## src/hdl/stims_pkg.sv

```systemverilog
`default_nettype none
package stims_pkg;

  // table geometry and field widths
  localparam int SLOT_N = 64;
  localparam int SLOT_W = 6;
  localparam int VAL_W  = 32;
  localparam int ANS_W  = 38;
  localparam int INV_W  = 11;
  localparam int CNT_W  = 7;
  localparam int APB_AW = 3;
  localparam int APB_DW = 32;

  // item kinds
  typedef logic [1:0] kind_t;
  localparam kind_t KIND_LOAD  = 2'd0;
  localparam kind_t KIND_PLAY  = 2'd1;
  localparam kind_t KIND_JOIN  = 2'd2;
  localparam kind_t KIND_LEAVE = 2'd3;

  // answer kinds
  typedef logic [1:0] akind_t;
  localparam akind_t AK_NONE = 2'd0;
  localparam akind_t AK_INV  = 2'd1;
  localparam akind_t AK_SUM  = 2'd2;

  // register index (byte address bits above the word offset)
  localparam logic [APB_AW-3:0] REG_SLOTS = '0;

  // shared arithmetic unit
  typedef enum logic {
    ALU_ADD,
    ALU_GT
  } alu_op_t;

  typedef struct packed {
    alu_op_t                  op;
    logic signed [ANS_W-1:0]  a;
    logic signed [ANS_W-1:0]  b;
  } alu_req_t;

  typedef struct packed {
    logic signed [ANS_W-1:0]  sum;
    logic                     gt;
  } alu_res_t;

  function automatic logic signed [ANS_W-1:0] sext_val(input logic signed [VAL_W-1:0] v);
    sext_val = {{(ANS_W-VAL_W){v[VAL_W-1]}}, v};
  endfunction

endpackage
`default_nettype wire

```

## src/hdl/stims_in_if.sv

```systemverilog
`default_nettype none
interface stims_in_if;
  logic                                  valid;
  logic                                  ready;
  logic [1:0]                            kind;
  logic signed [stims_pkg::VAL_W-1:0]    value;
  logic [stims_pkg::SLOT_W-1:0]          slot;

  modport source (output valid, output kind, output value, output slot, input ready);
  modport sink   (input valid, input kind, input value, input slot, output ready);
endinterface
`default_nettype wire

```

## src/hdl/stims_out_if.sv

```systemverilog
`default_nettype none
interface stims_out_if;
  logic                                  valid;
  logic                                  ready;
  logic signed [stims_pkg::ANS_W-1:0]    answer;
  logic [1:0]                            answer_kind;
  logic [stims_pkg::CNT_W-1:0]           occupied_count;
  logic                                  error;

  modport source (output valid, output answer, output answer_kind,
                  output occupied_count, output error, input ready);
  modport sink   (input valid, input answer, input answer_kind,
                  input occupied_count, input error, output ready);
endinterface
`default_nettype wire

```

## src/hdl/stims_ram.sv

```systemverilog
`default_nettype none
module stims_ram (
  input  wire logic                                clk,
  input  wire logic                                rst,
  input  wire logic                                we,
  input  wire logic [stims_pkg::SLOT_W-1:0]        waddr,
  input  wire logic signed [stims_pkg::VAL_W-1:0]  wdata,
  input  wire logic [stims_pkg::SLOT_W-1:0]        raddr,
  output logic signed [stims_pkg::VAL_W-1:0]       rdata
);
  import stims_pkg::*;

  logic signed [VAL_W-1:0] mem [SLOT_N];
  logic [SLOT_N-1:0]       written;
  logic signed [VAL_W-1:0] rd_q;
  logic                    rd_ok;

  // storage array, registered read
  always_ff @(posedge clk) begin
    if (we) begin
      mem[waddr] <= wdata;
    end
    rd_q <= mem[raddr];
  end

  // entries never written read as zero
  always_ff @(posedge clk) begin
    if (rst) begin
      written <= '0;
      rd_ok   <= 1'b0;
    end else begin
      if (we) begin
        written[waddr] <= 1'b1;
      end
      rd_ok <= written[raddr];
    end
  end

  assign rdata = rd_ok ? rd_q : '0;
endmodule
`default_nettype wire

```

## src/hdl/stims_alu.sv

```systemverilog
`default_nettype none
module stims_alu (
  input  wire stims_pkg::alu_req_t  req,
  output stims_pkg::alu_res_t       res
);
  import stims_pkg::*;

  logic [ANS_W:0] ax;
  logic [ANS_W:0] bx;
  logic [ANS_W:0] r;

  // one 39-bit adder: a + b, or a - b for the signed compare
  always_comb begin
    ax = {req.a[ANS_W-1], req.a};
    bx = {req.b[ANS_W-1], req.b};
    if (req.op == ALU_GT) begin
      r = ax + ~bx + {{ANS_W{1'b0}}, 1'b1};
    end else begin
      r = ax + bx;
    end
    res.sum = r[ANS_W-1:0];
    res.gt  = !r[ANS_W] && (r != '0);
  end
endmodule
`default_nettype wire

```

## src/hdl/slot_table_inversion_and_max_subarray.sv

```systemverilog
`default_nettype none
// Slot table with inversion count and maximum subarray sum.
// item (valid/ready) carries one word per operation: kind, value, slot.
// result (valid/ready) returns exactly one word per item: answer, answer_kind,
// occupied_count, error. The APB port holds slots_in_use at byte address 0.
// One item is worked at a time; item.ready is high only while idle, and the
// finished word sits in an output register, so the next item is taken while
// an earlier word still waits on a stalled receiver.
// Work per item (one shared adder/comparator, one RAM read port):
//   load (not last slot) and leave: straight to the occupancy count
//   join: downward search, then the occupancy count
//   play: two ALU passes per slot, then the count
//   last load: pairwise compare over the RAM, one pair per cycle
//   during each inner scan.
// Every item ends with a pass that counts the occupied flags.
// Reset (rst, synchronous) sets slots_in_use to 64, marks all slots occupied,
// reads all values as zero and restarts the load pointer at slot 0.
module slot_table_inversion_and_max_subarray (
  input  wire logic                               clk,
  input  wire logic                               rst,
  stims_in_if.sink                                item,
  stims_out_if.source                             result,
  input  wire logic                               psel,
  input  wire logic                               penable,
  input  wire logic                               pwrite,
  input  wire logic [stims_pkg::APB_AW-1:0]       paddr,
  input  wire logic [stims_pkg::APB_DW-1:0]       pwdata,
  output logic [stims_pkg::APB_DW-1:0]            prdata,
  output logic                                    pready
);
  import stims_pkg::*;

  typedef enum logic [9:0] {
    S_IDLE      = 10'b0000000001,
    S_INV_J     = 10'b0000000010,
    S_INV_JRD   = 10'b0000000100,
    S_INV_SCAN  = 10'b0000001000,
    S_KAD_FIRST = 10'b0000010000,
    S_KAD_ADD   = 10'b0000100000,
    S_KAD_MAX   = 10'b0001000000,
    S_JOIN      = 10'b0010000000,
    S_COUNT     = 10'b0100000000,
    S_DONE      = 10'b1000000000
  } state_t;

  state_t                  state;
  logic [CNT_W-1:0]        slots_cfg;
  logic [SLOT_W-1:0]       ptr;
  logic [SLOT_N-1:0]       flags;
  logic [SLOT_W-1:0]       idx;
  logic [CNT_W-1:0]        j;
  logic signed [VAL_W-1:0] vj;
  logic signed [VAL_W-1:0] value_r;
  logic signed [ANS_W-1:0] run;
  logic signed [ANS_W-1:0] best;
  logic [INV_W-1:0]        inv;
  logic [CNT_W-1:0]        cnt;
  akind_t                  akind;
  logic                    err;

  logic                    out_valid;
  logic signed [ANS_W-1:0] out_answer;
  akind_t                  out_akind;
  logic [CNT_W-1:0]        out_cnt;
  logic                    out_err;

  logic [CNT_W-1:0]        n;
  logic [SLOT_W-1:0]       last;
  logic                    accept;
  logic                    out_free;
  logic [SLOT_W-1:0]       ptr_eff;
  logic [CNT_W-1:0]        ptr_inc;
  logic                    leave_ok;
  logic                    cfg_wr;

  logic                    ram_we;
  logic [SLOT_W-1:0]       ram_waddr;
  logic signed [VAL_W-1:0] ram_wdata;
  logic [SLOT_W-1:0]       ram_raddr;
  logic signed [VAL_W-1:0] ram_rdata;

  alu_req_t                alu_req;
  alu_res_t                alu_res;
  logic                    run_pos;
  logic signed [ANS_W-1:0] answer_sel;

  // effective slot count, clamped to 1..SLOT_N
  always_comb begin
    if (slots_cfg == '0) begin
      n = CNT_W'(1);
    end else if (slots_cfg > CNT_W'(SLOT_N)) begin
      n = CNT_W'(SLOT_N);
    end else begin
      n = slots_cfg;
    end
  end
  assign last = SLOT_W'(n - CNT_W'(1));

  assign accept   = item.valid && item.ready;
  assign out_free = !out_valid || result.ready;
  assign ptr_eff  = ({1'b0, ptr} >= n) ? '0 : ptr;
  assign ptr_inc  = {1'b0, ptr_eff} + CNT_W'(1);
  assign leave_ok = {1'b0, item.slot} < n;
  assign run_pos  = !run[ANS_W-1] && (run != '0);

  // APB register
  assign cfg_wr = psel && penable && pwrite && pready &&
                  (paddr[APB_AW-1:2] == REG_SLOTS);
  assign pready = 1'b1;
  assign prdata = (paddr[APB_AW-1:2] == REG_SLOTS) ?
                  {{(APB_DW-CNT_W){1'b0}}, slots_cfg} : '0;

  // RAM write port
  always_comb begin
    ram_we    = 1'b0;
    ram_waddr = ptr_eff;
    ram_wdata = item.value;
    if (state == S_IDLE && accept) begin
      if (item.kind == KIND_LOAD) begin
        ram_we = 1'b1;
      end else if (item.kind == KIND_LEAVE && leave_ok) begin
        ram_we    = 1'b1;
        ram_waddr = item.slot;
        ram_wdata = '0;
      end
    end else if (state == S_JOIN && !flags[idx]) begin
      ram_we    = 1'b1;
      ram_waddr = idx;
      ram_wdata = value_r;
    end
  end

  // RAM read address, set in the cycle before its data is used
  always_comb begin
    unique case (state)
      S_IDLE:      ram_raddr = '0;
      S_INV_J:     ram_raddr = j[SLOT_W-1:0];
      S_INV_JRD:   ram_raddr = '0;
      S_INV_SCAN:  ram_raddr = idx + SLOT_W'(1);
      S_KAD_FIRST: ram_raddr = SLOT_W'(1);
      S_KAD_MAX:   ram_raddr = idx + SLOT_W'(1);
      default:     ram_raddr = idx;
    endcase
  end

  // shared unit operands
  always_comb begin
    alu_req.op = ALU_GT;
    alu_req.a  = sext_val(ram_rdata);
    alu_req.b  = sext_val(vj);
    if (state == S_KAD_ADD) begin
      alu_req.op = ALU_ADD;
      alu_req.a  = run;
      alu_req.b  = sext_val(ram_rdata);
    end else if (state == S_KAD_MAX) begin
      alu_req.a  = run;
      alu_req.b  = best;
    end
  end

  always_comb begin
    case (akind)
      AK_INV:  answer_sel = {{(ANS_W-INV_W){1'b0}}, inv};
      AK_SUM:  answer_sel = best;
      default: answer_sel = '0;
    endcase
  end

  stims_ram u_ram (
    .clk   (clk),
    .rst   (rst),
    .we    (ram_we),
    .waddr (ram_waddr),
    .wdata (ram_wdata),
    .raddr (ram_raddr),
    .rdata (ram_rdata)
  );

  stims_alu u_alu (
    .req (alu_req),
    .res (alu_res)
  );

  // sequencer
  always_ff @(posedge clk) begin
    if (rst) begin
      state     <= S_IDLE;
      slots_cfg <= CNT_W'(SLOT_N);
      ptr       <= '0;
      flags     <= '1;
      out_valid <= 1'b0;
    end else begin
      if (cfg_wr) begin
        slots_cfg <= pwdata[CNT_W-1:0];
      end
      // output word: loaded when done, dropped once taken
      if (state == S_DONE && out_free) begin
        out_valid <= 1'b1;
      end else if (out_valid && result.ready) begin
        out_valid <= 1'b0;
      end

      unique case (state)
        S_IDLE: begin
          if (accept) begin
            cnt <= '0;
            unique case (item.kind)
              KIND_LOAD: begin
                err <= 1'b0;
                idx <= '0;
                if (ptr_inc >= n) begin
                  ptr   <= '0;
                  akind <= AK_INV;
                  j     <= CNT_W'(1);
                  inv   <= '0;
                  state <= S_INV_J;
                end else begin
                  ptr   <= ptr_inc[SLOT_W-1:0];
                  akind <= AK_NONE;
                  state <= S_COUNT;
                end
              end
              KIND_PLAY: begin
                err   <= 1'b0;
                akind <= AK_SUM;
                idx   <= '0;
                state <= S_KAD_FIRST;
              end
              KIND_JOIN: begin
                err     <= 1'b0;
                akind   <= AK_NONE;
                value_r <= item.value;
                idx     <= last;
                state   <= S_JOIN;
              end
              KIND_LEAVE: begin
                akind <= AK_NONE;
                idx   <= '0;
                if (leave_ok) begin
                  flags[item.slot] <= 1'b0;
                  err              <= 1'b0;
                end else begin
                  err <= 1'b1;
                end
                state <= S_COUNT;
              end
              default: state <= S_IDLE;
            endcase
          end
        end

        // outer index: next occupied slot j
        S_INV_J: begin
          if (j >= n) begin
            idx   <= '0;
            cnt   <= '0;
            state <= S_COUNT;
          end else if (flags[j[SLOT_W-1:0]]) begin
            state <= S_INV_JRD;
          end else begin
            j <= j + CNT_W'(1);
          end
        end

        S_INV_JRD: begin
          vj    <= ram_rdata;
          idx   <= '0;
          state <= S_INV_SCAN;
        end

        // inner scan over slots below j
        S_INV_SCAN: begin
          if (flags[idx] && alu_res.gt) begin
            inv <= inv + INV_W'(1);
          end
          if ({1'b0, idx} == j - CNT_W'(1)) begin
            j     <= j + CNT_W'(1);
            state <= S_INV_J;
          end else begin
            idx <= idx + SLOT_W'(1);
          end
        end

        S_KAD_FIRST: begin
          run  <= sext_val(ram_rdata);
          best <= sext_val(ram_rdata);
          if (last == '0) begin
            idx   <= '0;
            cnt   <= '0;
            state <= S_COUNT;
          end else begin
            idx   <= SLOT_W'(1);
            state <= S_KAD_ADD;
          end
        end

        S_KAD_ADD: begin
          run   <= run_pos ? alu_res.sum : sext_val(ram_rdata);
          state <= S_KAD_MAX;
        end

        S_KAD_MAX: begin
          if (alu_res.gt) begin
            best <= run;
          end
          if (idx == last) begin
            idx   <= '0;
            cnt   <= '0;
            state <= S_COUNT;
          end else begin
            idx   <= idx + SLOT_W'(1);
            state <= S_KAD_ADD;
          end
        end

        // downward search for the highest free slot
        S_JOIN: begin
          if (!flags[idx]) begin
            flags[idx] <= 1'b1;
            idx        <= '0;
            cnt        <= '0;
            state      <= S_COUNT;
          end else if (idx == '0) begin
            err   <= 1'b1;
            cnt   <= '0;
            state <= S_COUNT;
          end else begin
            idx <= idx - SLOT_W'(1);
          end
        end

        // occupancy count over the slots in use
        S_COUNT: begin
          cnt <= cnt + CNT_W'(flags[idx]);
          if (idx == last) begin
            state <= S_DONE;
          end else begin
            idx <= idx + SLOT_W'(1);
          end
        end

        S_DONE: begin
          if (out_free) begin
            out_answer <= answer_sel;
            out_akind  <= akind;
            out_cnt    <= cnt;
            out_err    <= err;
            state      <= S_IDLE;
          end
        end

        default: state <= S_IDLE;
      endcase
    end
  end

  assign item.ready            = (state == S_IDLE);
  assign result.valid          = out_valid;
  assign result.answer         = out_answer;
  assign result.answer_kind    = out_akind;
  assign result.occupied_count = out_cnt;
  assign result.error          = out_err;
endmodule
`default_nettype wire
```

## src/flat_wrapper.sv

```systemverilog
// flat-port wrapper written by rule: the top's interface ports become plain ports
module slot_table_inversion_and_max_subarray_flat import stims_pkg::*;
  (clk, rst, psel, penable, pwrite, paddr, pwdata, prdata, pready, item_valid, item_kind, item_value, item_slot, item_ready, result_valid, result_answer, result_answer_kind, result_occupied_count, result_error, result_ready);
  stims_in_if item_i ();
  stims_out_if result_i ();
  input  wire logic clk;
  input  wire logic rst;
  input  wire logic psel;
  input  wire logic penable;
  input  wire logic pwrite;
  input  wire logic [stims_pkg::APB_AW-1:0] paddr;
  input  wire logic [stims_pkg::APB_DW-1:0] pwdata;
  output logic [stims_pkg::APB_DW-1:0] prdata;
  output logic pready;
  input wire logic [$bits(item_i.valid)-1:0] item_valid;
  input wire logic [$bits(item_i.kind)-1:0] item_kind;
  input wire logic [$bits(item_i.value)-1:0] item_value;
  input wire logic [$bits(item_i.slot)-1:0] item_slot;
  output wire logic [$bits(item_i.ready)-1:0] item_ready;
  output wire logic [$bits(result_i.valid)-1:0] result_valid;
  output wire logic [$bits(result_i.answer)-1:0] result_answer;
  output wire logic [$bits(result_i.answer_kind)-1:0] result_answer_kind;
  output wire logic [$bits(result_i.occupied_count)-1:0] result_occupied_count;
  output wire logic [$bits(result_i.error)-1:0] result_error;
  input wire logic [$bits(result_i.ready)-1:0] result_ready;
  assign item_i.valid = item_valid;
  assign item_i.kind = item_kind;
  assign item_i.value = item_value;
  assign item_i.slot = item_slot;
  assign item_ready = item_i.ready;
  assign result_valid = result_i.valid;
  assign result_answer = result_i.answer;
  assign result_answer_kind = result_i.answer_kind;
  assign result_occupied_count = result_i.occupied_count;
  assign result_error = result_i.error;
  assign result_i.ready = result_ready;
  slot_table_inversion_and_max_subarray u_core (.clk(clk), .rst(rst), .item(item_i), .result(result_i), .psel(psel), .penable(penable), .pwrite(pwrite), .paddr(paddr), .pwdata(pwdata), .prdata(prdata), .pready(pready));
endmodule
```

## config.mk

```make
export PLATFORM = sky130hd
export DESIGN_NAME = slot_table_inversion_and_max_subarray_flat
export DESIGN_NICKNAME = d
export VERILOG_FILES = /design/src/hdl/stims_pkg.sv /design/src/hdl/stims_in_if.sv /design/src/hdl/stims_out_if.sv /design/src/hdl/stims_ram.sv /design/src/hdl/stims_alu.sv /design/src/hdl/slot_table_inversion_and_max_subarray.sv /design/src/flat_wrapper.sv
export SDC_FILE = /design/constraint.sdc
export NUM_CORES = 2
export LEC_CHECK = 0
export ABC_AREA = 1
export BUFFER_PORTS_ARGS = -buffer_cell sky130_fd_sc_hd__buf_4
export CORE_MARGIN = 4
export CORE_UTILIZATION = 60
export DETAILED_ROUTE_END_ITERATION = 16
export PLACE_DENSITY = 0.76
export RECOVER_POWER = 25
export SLEW_MARGIN = 10
export SYNTH_ARGS = -nofsm -noshare
export SYNTH_HDL_FRONTEND = slang
export SYNTH_SLANG_ARGS = --single-unit
```

## constraint.sdc

```tcl
create_clock -name clk -period 8.3 [get_ports clk]
set_input_delay 0.415 -clock clk [delete_from_list [all_inputs] [get_ports clk]]
set_output_delay 0.415 -clock clk [all_outputs]
set_load 0.005 [all_outputs]
```

==> run metrics <==
Core Footprint 0.179 sq mm; post-cts resize count 0; count of distinct cell types in the synthesized netlist 67; aggregate global-route resource usage between 30 and 40%; CTS tree built; number of buffers added on ports ~110; Inserted Clock Buffers ~230; number of sinks handled by clock tree synthesis between 2000 and 2500; clk_lat worst skew 0.90 ns; area fraction of the dominant cell type after synthesis a little over three fifths; kind of critical path flip-flop to flip-flop; Setup Skew 0.107 ns; required time of the critical path 8.95 ns; sum of internal, switching and leakage power between 0.04 and 0.05 W; violations in the final reports max-capacitance violations, max-slew violations; worst-path maximum fanout 92; DR DRC count 0; commonest cells after routing, fill and taps aside edfxtp_1, nand2_1, o21ai_0, nor2_1, inv_1; Relative slew margins -97.8%; number of placement rows 155; most frequent standard cell in the layout excluding fill and tap cells edfxtp_1; dominant register cell in the synthesized netlist edfxtp_1; pin count of the biggest net entering global routing 222; max-slew violation count 494; number of antenna violations at the first check in global routing 9; reg-to-reg critical path endpoint u_core.u_ram.mem[47][9]$_DFFE_PP_; Detailed Route Iter0 Violations 10500; Max-cap violations 12; setup ws final 1.02 ns; Worst R2R Path Depth 16; Worst R2R Start u_core.idx[2]$_DFFE_PP_; nets@finish 9942; final number of setup-violating endpoints 0; Via-to-Cell Ratio 6.35; buffer cell driving the clock tree root clkbuf_16; number of routed nets with antenna violations 0; setup slack of the worst register-to-register path 1.02 ns; Post-synth EDFFs 2270; number of search-and-repair iterations in the first detailed-routing pass 6; initial core utilization between 60% and 70%; worst min path class input pin to flip-flop; H-tree depth 4; Critical Path Source Type flip-flop; Least-Margin Pin Slew 2.97 ns; fraction of final layout cells sized beyond drive strength 1 8.97%; result of the run finished, violations left; final cell area excluding filler cells 0.119 sq mm; largest cells by area after synthesis edfxtp_1, o21ai_0, o211ai_1; top cell type by total area after synthesis edfxtp_1; Setup crit end kind flip-flop; total half-perimeter wirelength after legalization and detailed placement 188 mm; highest ir drop seen on vdd between 0.0004 and 0.0005 V; sequential-to-total area share from yosys stat 66.1%; DR WL/cell 26.1 um; end-of-flow core utilization 66.5%; number of synthesized register bits about 2500; placement-stage worst setup slack between 1.5 and 2 ns; post-synthesis instance area approximately 0.11 sq mm; FFs w/ async S/R, synth 0%; top-level I/O count 165; number of setup buffers added after CTS 0; worst path arrival time roughly 7.9 ns; launch point of the critical path u_core.idx[2]$_DFFE_PP_; clk buf depth 3; hold buffers post-CTS 49; Final TNS setup 0 ns; area delta synth->final 9.67%; vias post-DR 78200; Hold Vio Cnt, Final 0; Filler Cell Count about 13000; mean instance size in the synthesized netlist 11.1 sq um; power density relative to cell area about 380 mW/mm^2; Yosys warning total 0; overall die area 0.188 sq mm; gr ovfl total 0; final worst-path cycle share 87.7%; clock-pin slew on the worst setup and hold paths 0.06 ns; y dimension of the die between 400 and 500 um; cell area after placement 0.111 sq mm; cells after synthesis 9753; global-route wire length before repair ~470 mm; Chip Width 434 um; unrepaired setup endpoints after global routing false; final period demand of the worst path 7.28 ns; worst setup path end u_core.u_ram.mem[47][9]$_DFFE_PP_; GPL Wtd Cong between 0.9 and 1; number of global-route vias before repair 74500; leakage power summed over all cells 42.4 nW; routed wire length 321 mm; highest attainable clock frequency 0.137 GHz
==> layer usage <==
| metal | share of wire [%] | global-route usage (%) | up-vias |
|---|---|---|---|
| li1 | - | - | 35000 |
| met1 | 37 | 44.8 | 38000 |
| met2 | 47 | 53.4 | 4474 |
| met3 | 10 | 5.94 | 776 |
| met4 | 5.8 | 17.4 | 0 |
| met5 | 0 | 0 | - |
==> through the flow <==
stage | std cells | hold WS [ns]
2_1_floorplan | 9777 | 0.400
3_3_place_gp | 11800 | 0.410
3_5_place_dp | 11800 | 0.439
4_1_cts | 12300 | 0.0232
5_1_grt | 12300 | 0.0876
6_report | 12300 | 0.103
==> cell usage after synthesis, types with 25 or more instances <==
cell      count
edfxtp_1   2270
ha_1        112
o22ai_1     308
o21ai_1     155
nand4_1      28
xor2_1       27
or2_2       228
clkbuf_1    302
a31oi_1      83
buf_4        55
nor2_1      981
o211ai_1    686
buf_2       206
dfxtp_1     185
a22o_1       33
inv_1       865
buf_6        25
nand2_1    1183
o21ai_0    1081
a21oi_1     331
nand3_1     289
nor3_1       96
==> worst min path at each step <==
| stage | start | endpoint | depth (start not counted) |
|---|---|---|---|
| floorplan | u_core.err$_SDFFCE_PP1P_ | u_core.result.error$_DFFE_PP_ | 0 |
| global placement | u_core.err$_SDFFCE_PP1P_ | u_core.result.error$_DFFE_PP_ | 0 |
| detailed placement | u_core.err$_SDFFCE_PP1P_ | u_core.result.error$_DFFE_PP_ | 0 |
| CTS | item_slot[0] | u_core.flags[18]$_SDFFE_PP1P_ | 5 |
| global route | item_slot[0] | u_core.flags[18]$_SDFFE_PP1P_ | 5 |
| finish | item_slot[5] | u_core.flags[7]$_SDFFE_PP1P_ | 5 |
==> critical path, cell delays in order, from the launching register on <==
cell and delay, ns:
edfxtp_1 0.63, inv_1 0.44, nand3_1 0.46, inv_1 0.59, nand2_1 0.10, o2111ai_1 0.12, nand2_1 0.08, nand2_1 0.13
nor2_1 0.06, nand2_1 0.23, inv_1 0.13, nand2_1 0.25, nand2_4 0.48, clkinvlp_2 0.36, buf_4 0.94, a22o_1 1.37
buf_4 0.52
==> state kept, by name (all words and copies together), names as in the netlist, 32 cells and up <==
name,cells
u_core.u_ram.written,64
u_core.run,38
u_core.u_ram.mem,2048
u_core.vj,32
u_core.best,38
u_core.value_r,32
u_core.result.answer,38
u_core.u_ram.rd_q,32
u_core.flags,64
==> final cells by class <==
| type | instances | area [sq um] | area share [%] |
|---|---|---|---|
| Antenna cell | 7 | 17.5 | 0.0147 |
| Clock inverter | 125 | 1350 | 1.13 |
| Clock buffer | 314 | 6220 | 5.22 |
| Inverter | 896 | 3400 | 2.85 |
| Tap cell | 2355 | 2950 | 2.47 |
| Multi-Input combinational cell | 5812 | 30600 | 25.7 |
| Timing Repair Buffer | 349 | 2770 | 2.32 |
| Sequential cell | 2455 | 71900 | 60.3 |
==> power breakdown <==
group          switching (W)  internal [W]
clock                0.00460       0.00592
sequential          0.000145        0.0143
combinational         0.0153       0.00559
total                 0.0200        0.0258
==> kinds of logic after synthesis <==
family	synth area share, %
AND/OR/NAND/NOR	11.3
AO/OA/AOI/OAI	15.1
flip-flops	66.1
buffers and inverters	5.83
adder cells (fa/ha/maj)	1.33
XOR/XNOR	0.290
other	0.00691
(Power assumes the default switching activity.)
